<file path="src/hdl/shs_pkg.sv">
// Package for the stepper homing sequencer.
// Holds the period width, register indexes, phase codes, the result record and the period saturation function.
// No dependencies.
`default_nettype none

package shs_pkg;

	localparam int PERIOD_BITS = 20;
	localparam int CFG_IDX_W   = 3;
	localparam int CFG_DATA_W  = 24;

	localparam logic [31:0] PERIOD_MAX = 32'((64'd1 << PERIOD_BITS) - 64'd1);

	typedef enum logic [CFG_IDX_W-1:0] {
		REG_FAST_HALF  = 3'd0,
		REG_SLOW_HALF  = 3'd1,
		REG_RETRACT    = 3'd2,
		REG_SETTLE     = 3'd3,
		REG_START_DIR  = 3'd4
	} cfg_reg_t;

	typedef enum logic [2:0] {
		PH_IDLE    = 3'd0,
		PH_FAST    = 3'd1,
		PH_RETRACT = 3'd2,
		PH_SLOW    = 3'd3,
		PH_FINAL   = 3'd4
	} phase_t;

	typedef struct packed {
		logic       step_level;
		logic       dir_level;
		logic [2:0] phase;
		logic       settling;
		logic       home_mark;
		logic       done_res;
	} res_t;

	function automatic logic [PERIOD_BITS-1:0] sat_period(input logic [19:0] p);
		logic [31:0] w;
		w = 32'(p);
		if (w > PERIOD_MAX) begin
			w = PERIOD_MAX;
		end
		if (w == 32'd0) begin
			w = 32'd1;
		end
		return w[PERIOD_BITS-1:0];
	endfunction

endpackage

`default_nettype wire

</file>
<file path="src/hdl/stepper_homing_sequencer.sv">
// Top level of the stepper homing sequencer.
// Depends on shs_pkg for the period width, codes and the result record.
//
// Usage: each input transaction is either a start request (kind = 1) or one
// motor-clock tick (kind = 0) carrying the sampled minimum limit switch level.
// Every input transaction produces exactly one result transaction carrying the
// step and direction pin levels, the phase, the settling flag and the one-shot
// home and done flags.
// Throughput is one transaction per cycle while in_stall is low: the sequencer
// state and the result are updated by a single pass of logic at the accepting
// edge. Each result is registered and shown at out_valid from the main entry,
// passing through the skid entry first when out_stall holds the main entry.
// A two-entry result buffer separates the channels: when out_stall is raised
// one more input is still taken into the skid entry, and in_stall rises only
// when both entries are full.
// Reset (arst_n low) puts the sequencer in idle, empties the result buffer
// and loads the register reset values 500, 5000, 100, 1000 and 0.
// Configuration writes through cfg_we, cfg_index and cfg_data take effect at
// the next half step or phase that uses them; unknown indexes are ignored.
`default_nettype none

module stepper_homing_sequencer
	import shs_pkg::*;
(
	input  wire logic                  clk,
	input  wire logic                  arst_n,
	input  wire logic                  cfg_we,
	input  wire logic [CFG_IDX_W-1:0]  cfg_index,
	input  wire logic [CFG_DATA_W-1:0] cfg_data,
	input  wire logic                  in_valid,
	output      logic                  in_stall,
	input  wire logic                  kind,
	input  wire logic                  limit_released,
	output      logic                  out_valid,
	input  wire logic                  out_stall,
	output      logic                  step_level,
	output      logic                  dir_level,
	output      logic [2:0]            phase,
	output      logic                  settling,
	output      logic                  home_mark,
	output      logic                  done_res
);

	logic [19:0] fast_half_q;
	logic [19:0] slow_half_q;
	logic [15:0] retract_q;
	logic [23:0] settle_cfg_q;
	logic        start_dir_q;

	phase_t                 phase_q, phase_d;
	logic                   dir_q, dir_d;
	logic [PERIOD_BITS-1:0] half_q, half_d;
	logic                   high_q, high_d;
	logic [15:0]            steps_q, steps_d;
	logic [23:0]            settle_q, settle_d;
	res_t                   res_d;

	res_t main_q, skid_q;
	logic main_v_q, skid_v_q;
	logic accept, take;

	assign in_stall = skid_v_q;
	assign accept   = in_valid && !skid_v_q;
	assign take     = main_v_q && !out_stall;

	always_ff @(posedge clk or negedge arst_n) begin
		if (!arst_n) begin
			fast_half_q  <= 20'd500;
			slow_half_q  <= 20'd5000;
			retract_q    <= 16'd100;
			settle_cfg_q <= 24'd1000;
			start_dir_q  <= 1'b0;
		end else if (cfg_we) begin
			case (cfg_index)
				REG_FAST_HALF: fast_half_q  <= cfg_data[19:0];
				REG_SLOW_HALF: slow_half_q  <= cfg_data[19:0];
				REG_RETRACT:   retract_q    <= cfg_data[15:0];
				REG_SETTLE:    settle_cfg_q <= cfg_data;
				REG_START_DIR: start_dir_q  <= cfg_data[0];
				default: ;
			endcase
		end
	end

	always_comb begin
		logic go;
		logic rev;
		phase_t rev_to;
		logic [PERIOD_BITS-1:0] per;

		phase_d  = phase_q;
		dir_d    = dir_q;
		half_d   = half_q;
		high_d   = high_q;
		steps_d  = steps_q;
		settle_d = settle_q;
		res_d    = '0;
		go       = 1'b0;
		rev      = 1'b0;
		rev_to   = PH_RETRACT;
		per      = sat_period((phase_q == PH_FAST) ? fast_half_q : slow_half_q);

		if (kind) begin
			if (phase_q == PH_IDLE) begin
				phase_d  = PH_FAST;
				dir_d    = start_dir_q;
				half_d   = '0;
				high_d   = 1'b0;
				steps_d  = '0;
				settle_d = '0;
			end
		end else if (phase_q != PH_IDLE) begin
			if (settle_q != 24'd0) begin
				settle_d       = settle_q - 24'd1;
				res_d.settling = 1'b1;
			end else begin
				if (half_q == '0) begin
					if (phase_q == PH_FAST || phase_q == PH_SLOW) begin
						if (limit_released) begin
							go = 1'b1;
						end else begin
							rev = 1'b1;
							if (phase_q == PH_SLOW) begin
								res_d.home_mark = 1'b1;
								rev_to          = PH_FINAL;
							end
						end
					end else if (steps_q != 16'd0) begin
						steps_d = steps_q - 16'd1;
						go      = 1'b1;
					end else if (phase_q == PH_RETRACT) begin
						rev    = 1'b1;
						rev_to = PH_SLOW;
					end else begin
						phase_d        = PH_IDLE;
						res_d.done_res = 1'b1;
					end
				end
				if (rev) begin
					dir_d          = !dir_q;
					settle_d       = settle_cfg_q;
					steps_d        = retract_q;
					phase_d        = rev_to;
					res_d.settling = (settle_cfg_q != 24'd0);
				end
				if (go) begin
					res_d.step_level = 1'b0;
					half_d = per - PERIOD_BITS'(1);
					high_d = (half_d == '0);
					if (half_d == '0) begin
						half_d = per;
					end
				end else if (half_q != '0) begin
					res_d.step_level = high_q;
					half_d = half_q - PERIOD_BITS'(1);
					if (half_d == '0) begin
						if (!high_q) begin
							high_d = 1'b1;
							half_d = per;
						end else begin
							high_d = 1'b0;
						end
					end
				end
			end
		end
		res_d.dir_level = dir_d;
		res_d.phase     = phase_d;
	end

	always_ff @(posedge clk or negedge arst_n) begin
		if (!arst_n) begin
			phase_q  <= PH_IDLE;
			dir_q    <= 1'b0;
			half_q   <= '0;
			high_q   <= 1'b0;
			steps_q  <= '0;
			settle_q <= '0;
		end else if (accept) begin
			phase_q  <= phase_d;
			dir_q    <= dir_d;
			half_q   <= half_d;
			high_q   <= high_d;
			steps_q  <= steps_d;
			settle_q <= settle_d;
		end
	end

	always_ff @(posedge clk or negedge arst_n) begin
		if (!arst_n) begin
			main_v_q <= 1'b0;
			skid_v_q <= 1'b0;
		end else begin
			if (take && skid_v_q) begin
				skid_v_q <= 1'b0;
			end else if (take || !main_v_q) begin
				main_v_q <= accept;
			end else if (accept) begin
				skid_v_q <= 1'b1;
			end
		end
	end

	always_ff @(posedge clk) begin
		if (take && skid_v_q) begin
			main_q <= skid_q;
		end else if ((take || !main_v_q) && accept) begin
			main_q <= res_d;
		end else if (accept) begin
			skid_q <= res_d;
		end
	end

	assign out_valid  = main_v_q;
	assign step_level = main_q.step_level;
	assign dir_level  = main_q.dir_level;
	assign phase      = main_q.phase;
	assign settling   = main_q.settling;
	assign home_mark  = main_q.home_mark;
	assign done_res   = main_q.done_res;

endmodule

`default_nettype wire
</file>
<file path="config.mk">
export PLATFORM = sky130hd
export DESIGN_NAME = stepper_homing_sequencer
export DESIGN_NICKNAME = d
export VERILOG_FILES = /design/src/hdl/shs_pkg.sv /design/src/hdl/stepper_homing_sequencer.sv
export SDC_FILE = /design/constraint.sdc
export NUM_CORES = 1
export LEC_CHECK = 0
export ABC_AREA = 0
export BUFFER_PORTS_ARGS = -buffer_cell sky130_fd_sc_hd__buf_2
export CAP_MARGIN = 20
export CORE_ASPECT_RATIO = 0.75
export CORE_MARGIN = 5
export CORE_UTILIZATION = 25
export CTS_CLUSTER_SIZE = 20
export DETAILED_ROUTE_END_ITERATION = 6
export GPL_TIMING_DRIVEN = 0
export PLACE_DENSITY_LB_ADDON = 0.3
export SYNTH_ARGS = -nofsm -noshare
export SYNTH_HDL_FRONTEND = slang
export SYNTH_SLANG_ARGS = --single-unit
</file>
<file path="constraint.sdc">
create_clock -name clk -period 3.8 [get_ports clk]
set_clock_uncertainty 0.1 [all_clocks]
set_input_delay 0.38 -clock clk [delete_from_list [all_inputs] [get_ports clk]]
set_output_delay 0.38 -clock clk [all_outputs]
set_load 0.02 [all_outputs]
</file>
# Yosys cells after proc, flatten, opt, wreduce, memory -nomap -nowiden
# Cells that the tools add are included.
totals:
  reg_bits: 164
  input_bits: 34
  out_inout_bits: 10
  wordCells: 172
classes:
  add_sub_neg: 4
  n_eq_ne: 11
  mux: 89
  n_bitwise: 2
  reduce_logical: 41
ops:
  columns: ["operator", "n"]
  rows:
  - ["$mux 20", 11]
  - ["$mux 16", 8]
  - ["$mux 24", 5]
  - ["$logic_not 20->1", 4]
  - ["$reduce_bool 24->1", 2]
  - ["$mux 1", 46]
  - ["$mux 3", 15]
  - ["$sub 20x1->20 const B", 2]
  - ["$sub 24x1->24 const B", 1]
  - ["$reduce_bool 20->1", 1]
  - ["$reduce_bool 3->1", 6]
  - ["$mux 8", 2]
  - ["$reduce_bool 16->1", 1]
  - ["$sub 16x1->16 const B", 1]
  - ["$reduce_and 2->1", 7]
  - ["$eq 3x2->1 const B", 4]
  - ["$reduce_and 7->1", 1]
  - ["$eq 3x1->1 const B", 2]
  - ["$logic_not 3->1", 2]
  - ["$reduce_and 6->1", 1]
  - ["$reduce_bool 2->1", 3]
  - ["$reduce_and 5->1", 1]
  - ["$logic_and 1x1->1", 4]
  - ["$logic_not 1->1", 4]
  - ["other kinds (9)", 13]

# Depth between registers and ports, before layout
logic_depth:
  ltp_word: 14
  depth_mapped: 17
  ltp_nobuf: 15

# Least setup slack after synthesis
# OpenSTA, ideal clock, no wires.
synth_timing:
  path_type: "register to register"
  start: "register phase_q[1]"
  end: "register half_q[2]"
  setup_time_ps: 95
  t_arrival_ps: 3749
  required_ps: 3605
  setup_slack_ps: -145
  stages_incl_launch_ff: 16
  n_path_buf: 4
  period_less_slack_ps: 3945
  cell_sequence: "dfrtp_1 buf_6 nor3b_4 buf_2 buf_4 buf_2 mux2i_1 ha_1 nor3b_1 nand4_1 and3_1 a2111oi_0 and4_1 o2111ai_1 and3_1 o31ai_1"
synth_via:
  elab_chain_len: 11
  elab_cells_between_ends: 27
  cone_classes: "add/sub: 1; eq/ne: 3; mux: 15; reduce/logical: 8"
synth_rtl:
  columns: ["element", "line", "source"]
  rows:
  - ["start, declared", "stepper_homing_sequencer.sv:50", "phase_t phase_q, phase_d;"]
  - ["start signal, assigned", "stepper_homing_sequencer.sv:180", "phase_q <= phase_d;"]
  - ["$eq 3x1->1 or $eq 3x2->1 (tied branches)", "stepper_homing_sequencer.sv:101, stepper_homing_sequencer.sv:118", null]
  - ["$mux 20 or $logic_or 1x1->1 (tied branches)", "stepper_homing_sequencer.sv:101, stepper_homing_sequencer.sv:118", null]
  - ["$logic_not 20->1 or $mux 1 (tied branches)", "shs_pkg.sv:45, stepper_homing_sequencer.sv:118", null]
  - ["$mux 20 or $mux 1 (tied branches)", "shs_pkg.sv:45, stepper_homing_sequencer.sv:117", null]
  - ["$sub 20x1->20 (tied with other cells)", "stepper_homing_sequencer.sv:148", "half_d = per - PERIOD_BITS'(1);"]
  - ["$logic_not 20->1 (tied with other cells)", "stepper_homing_sequencer.sv:150", "if (half_d == '0) begin"]
  - ["$mux 20 (tied with other cells)", "stepper_homing_sequencer.sv:150", null]
  - ["$mux 20", "stepper_homing_sequencer.sv:146", "if (go) begin"]
  - ["$mux 20", "stepper_homing_sequencer.sv:113", "if (settle_q != 24'd0) begin"]
  - ["$mux 20", "stepper_homing_sequencer.sv:112", "end else if (phase_q != PH_IDLE) begin"]
  - ["$mux 20", "stepper_homing_sequencer.sv:103", "if (kind) begin"]
  - ["end signal, assigned", "stepper_homing_sequencer.sv:182", "half_q <= half_d;"]
  - ["end, declared", "stepper_homing_sequencer.sv:52", "logic [PERIOD_BITS-1:0] half_q, half_d;"]
# Several ways; a longest one is shown, not always the timed one. The select of a mux whose other input is x is not followed.
# A chain may end at the register's enable or synchronous reset.

# Worst setup path after layout
layout_timing:
  start: "register phase_q[1]"
  end: "register half_q[1]"
# Same word-level chain as after synthesis.

==> summary.txt <==
Critical path
  • End of the worst register-to-register path: half_q[1]
  • Capturing element of the worst setup path: half_q[1]
  • Largest fanout on the critical path: 8
  • Worst path required time: ~4000 ps
  • R2R Setup Slk: -290 ps
  • Standard cell with the maximum stage delay on the critical path: or3b_4
  • Kind of end point of the critical path: flip-flop
  • Kind of start point of the critical path: flip-flop
  • Type of the worst setup path: reg2reg
  • Crit path buf inv count: 2
  • Crit path cell chain: or3b_4 > and3_4 > o22a_4 > a311oi_2 > a21oi_2 > inv_2 > ha_4 > nor3b_4 > nand4_1 > buf_4 > a22oi_2 > xnor2_2 > a211oi_2 > o2111a_2 > nand4_1 > and3_1
  • Timing startpoint of the critical path: phase_q[1]
  • Gate family responsible for the most delay along the worst path: compound AO/OA/AOI/OAI gates
  • CP max stage delay: 480 ps
  • Logic depth of the worst setup path including buffers: 16
  • Data arrival, critical path: 4320 ps
  • Length in cells of the worst reg-to-reg path: 16
  • Most prevalent standard cell on the critical path: nand4_1
  • Critical R2R Launch: phase_q[1]

Yosys
  • Top-area cell type share of the netlist area: 33.4%
  • Count of mapped cells out of synthesis: 1022
  • Dominant synthesized flop cell: dfrtp_1
  • Syn_nets: 1062
  • Number of library cell types mapped by synthesis: 76
  • Proportion of synthesized chip area in sequential cells: 43.9%
  • Post-synthesis async set-or-reset flop share: 90.2%
  • Cell type with the highest aggregate area in the netlist: dfrtp_1
  • Average size of a mapped cell: 9.39 um2
  • Synthesis Warnings: 0
  • FF+latch count, synth: 164
  • Post-Syn Area: approximately 0.0096 mm2
  • EDFF count, synth: 16
  • Cell types with the largest area share after synthesis: dfrtp_1, mux2_2, dfstp_2, o21ai_0, edfxtp_1

Die
  • Core Region: 0.0381 mm2
  • Width of the die: 236 um
  • Starting density of the core: 25.2%
  • Die Outline Area: around 0.042 mm2
  • Total I/O pin count: 44
  • Die outline height: about 180 um
  • Row cnt: 62

Timing
  • Minimum setup slack in the final design: -290 ps
  • Headroom to the max-slew limit: 47.8%
  • Fin crit period: 4090 ps
  • Unrepaired setup endpoints after global routing: true
  • Post-route fraction of the period consumed by the critical path: 108%
  • Peak clock frequency supported by timing: 244 MHz
  • Total setup violations reported at the end of the flow: 7
  • Number of hold-slack violations in the final timing report: 0
  • Fin. max-slew vios: 0
  • Slew at the pin closest to its max-slew limit: approximately 760 ps
  • Setup TNS: -1370 ps
  • Min Hold Slack: 70.2 ps

Placed design
  • Final weighted congestion in routability-driven placement: 0.938
  • Buffers added on ports: 43
  • Estimated wirelength of the detail-placed design: between 20 and 25 mm
  • Placed Cells incl. Taps: 1578

Clocking
  • CTS Root Buffer Type: clkbuf_16
  • Number of buffers inserted during clock tree synthesis: 17
  • Worst-skew pair later-pin latency: 440 ps
  • Register clock-pin slew on the reported worst setup and hold paths: roughly 70 ps
  • Total number of H-tree levels: 4
  • CTS tree: built
  • Maximum number of buffers from clock root to sink: 2
  • Clock Sinks: 164

Layout
  • Growth of design area from synthesis to finish: 20.9%
  • Total number of nets in the final design: 1153
  • Fraction of layout instances using a drive strength above 1: 26.5%
  • Final std cells w/o fill: 1639

GRT
  • Antenna violations before repair: 5
  • Sum of overflow across all layers after global routing: 0
  • Gr usage total: between 10% and 20%
  • Vias in the first global route: 7929
  • Wire length of the first global-routing pass: ~49 mm
  • Largest net degree at the start of global routing: 76

Route
  • Drt total wl: 32.0 mm
  • Remaining routing DRC violations: 0
  • Antenna-violating nets left: 0
  • Average detailed-routed wire length per instance: 19.5 um
  • Via density: approximately 5.2
  • Pre-Repair DR Iteration Count: 5
  • Drt initial violations: ~900
  • Via total after detailed routing: 8597

Run status
  • Outcome: finished, violations left
  • Violated checks: setup timing

Power and ir drop
  • IR drop worst, VDD: 0.000314 V
  • Leakage: approximately 4.6 nW
  • Cell area power density: 858 mW/mm2

Hold path
  • Worst hold path stage count: 2
  • Type of the most critical hold path: in2reg

Job
  • Max Cap Viol: 0
==> timing repair <==
action	4_1_cts	5_1_grt
gates resized for setup	41	31
endpoints found under the setup margin	70	57
pin swaps	22	17
endpoints found under the hold margin	74	0
hold buffers	1	0
setup buffers	18	12
==> through the flow <==
step / cell area, um2 / power (W) / setup WS, ps / utilization, %
2_1_floorplan: 9610 / 0.00617 / 1.78 / -
3_3_place_gp: 10500 / 0.00755 / -1090 / 27.5
3_5_place_dp: 10500 / 0.00756 / -1120 / 27.6
4_1_cts: 11400 / 0.00969 / -286 / 30.0
5_1_grt: 11600 / 0.0106 / -364 / 30.4
6_report: 11600 / 0.00996 / -290 / 30.5
==> synthesized netlist by cell type, types with 6 or more instances <==
| cell | instances |
|---|---|
| o31ai_1 | 9 |
| nand2_1 | 69 |
| mux2i_1 | 21 |
| inv_1 | 18 |
| and3_1 | 16 |
| nand3_1 | 16 |
| nor4_1 | 30 |
| nor2b_1 | 7 |
| ha_1 | 6 |
| dfstp_2 | 20 |
| o21ai_0 | 99 |
| nand2b_1 | 14 |
| or3_1 | 7 |
| a21oi_1 | 60 |
| nor3_1 | 46 |
| mux2_2 | 92 |
| or2_2 | 8 |
| nor2_1 | 109 |
| xor2_1 | 11 |
| edfxtp_1 | 16 |
| clkbuf_1 | 34 |
| o21ai_1 | 21 |
| xnor2_1 | 13 |
| buf_2 | 13 |
| dfrtp_1 | 128 |
| or4_1 | 7 |
| nor3b_1 | 10 |
| nand4_1 | 18 |
| a31oi_1 | 7 |
==> cell type report <==
cell class,instances,area (um2)
fill,3950,26500
multi-input combinational,786,5340
sequential,164,4210
tap,512,641
timing repair buffer,75,488
clock buffer,19,453
buffer,51,251
clock inverter,13,146
inverter,18,67.6
antenna,1,2.50
==> worst min-delay path by stage <==
stage	from	to	slack [ps]
floorplan	arst_n	dir_q	-20
global placement	retract_q[0]	retract_q[0]	390
detailed placement	steps_q[14]	steps_q[14]	390
CTS	cfg_data[22]	settle_cfg_q[22]	50
global route	cfg_data[22]	settle_cfg_q[22]	70
finish	cfg_data[22]	settle_cfg_q[22]	70
==> sequential cells by signal, summed over array words and instances (netlist names), 3 cells and up <==
| register | flops |
|---|---|
| fast_half_q | 20 |
| half_q | 20 |
| phase | 3 |
| phase_q | 3 |
| retract_q | 16 |
| settle_cfg_q | 24 |
| settle_q | 24 |
| skid_q | 8 |
| slow_half_q | 20 |
| steps_q | 16 |
==> power breakdown <==
part	leakage (nW)	internal [W]	switching [W]	total, W
clock network	0.287	0.00101	0.000770	0.00178
registers	1.98	0.00228	0.000495	0.00277
logic	2.33	0.00210	0.00330	0.00540
==> cell families (layout without fill, tap and decap cells) <==
kind of cell    Yosys count  after routing  synth area share (%)
fa+ha+maj                 6              6                 0.783
xor+xnor                 24             24                  2.19
buf+inv                  72            176                  3.22
flops                   164            164                  43.9
compound gates          254            254                  15.7
simple gates            389            389                  21.2
mux                     113            113                  13.0
other cells               0              1                     0
==> routing by layer <==
layer	share of wire [%]	wire, um	global-route usage (%)
met1	50	16000	22.7
met2	41	13100	19.8
met3	7.1	2280	3.65
met4	1.8	584	3.83
met5	0.15	48	0
==> layout by cell type (no fill, tap or decap), types with 28 or more instances in the layout <==
master    count
dfrtp_1     126
o21ai_0      94
a21oi_1      58
nand2_1      69
nor3_1       43
buf_4        30
buf_2        53
clkbuf_1     28
mux2_2       92
nor2_1      109
nor4_1       28
Note: power is estimated with default switching activity, not from simulation.
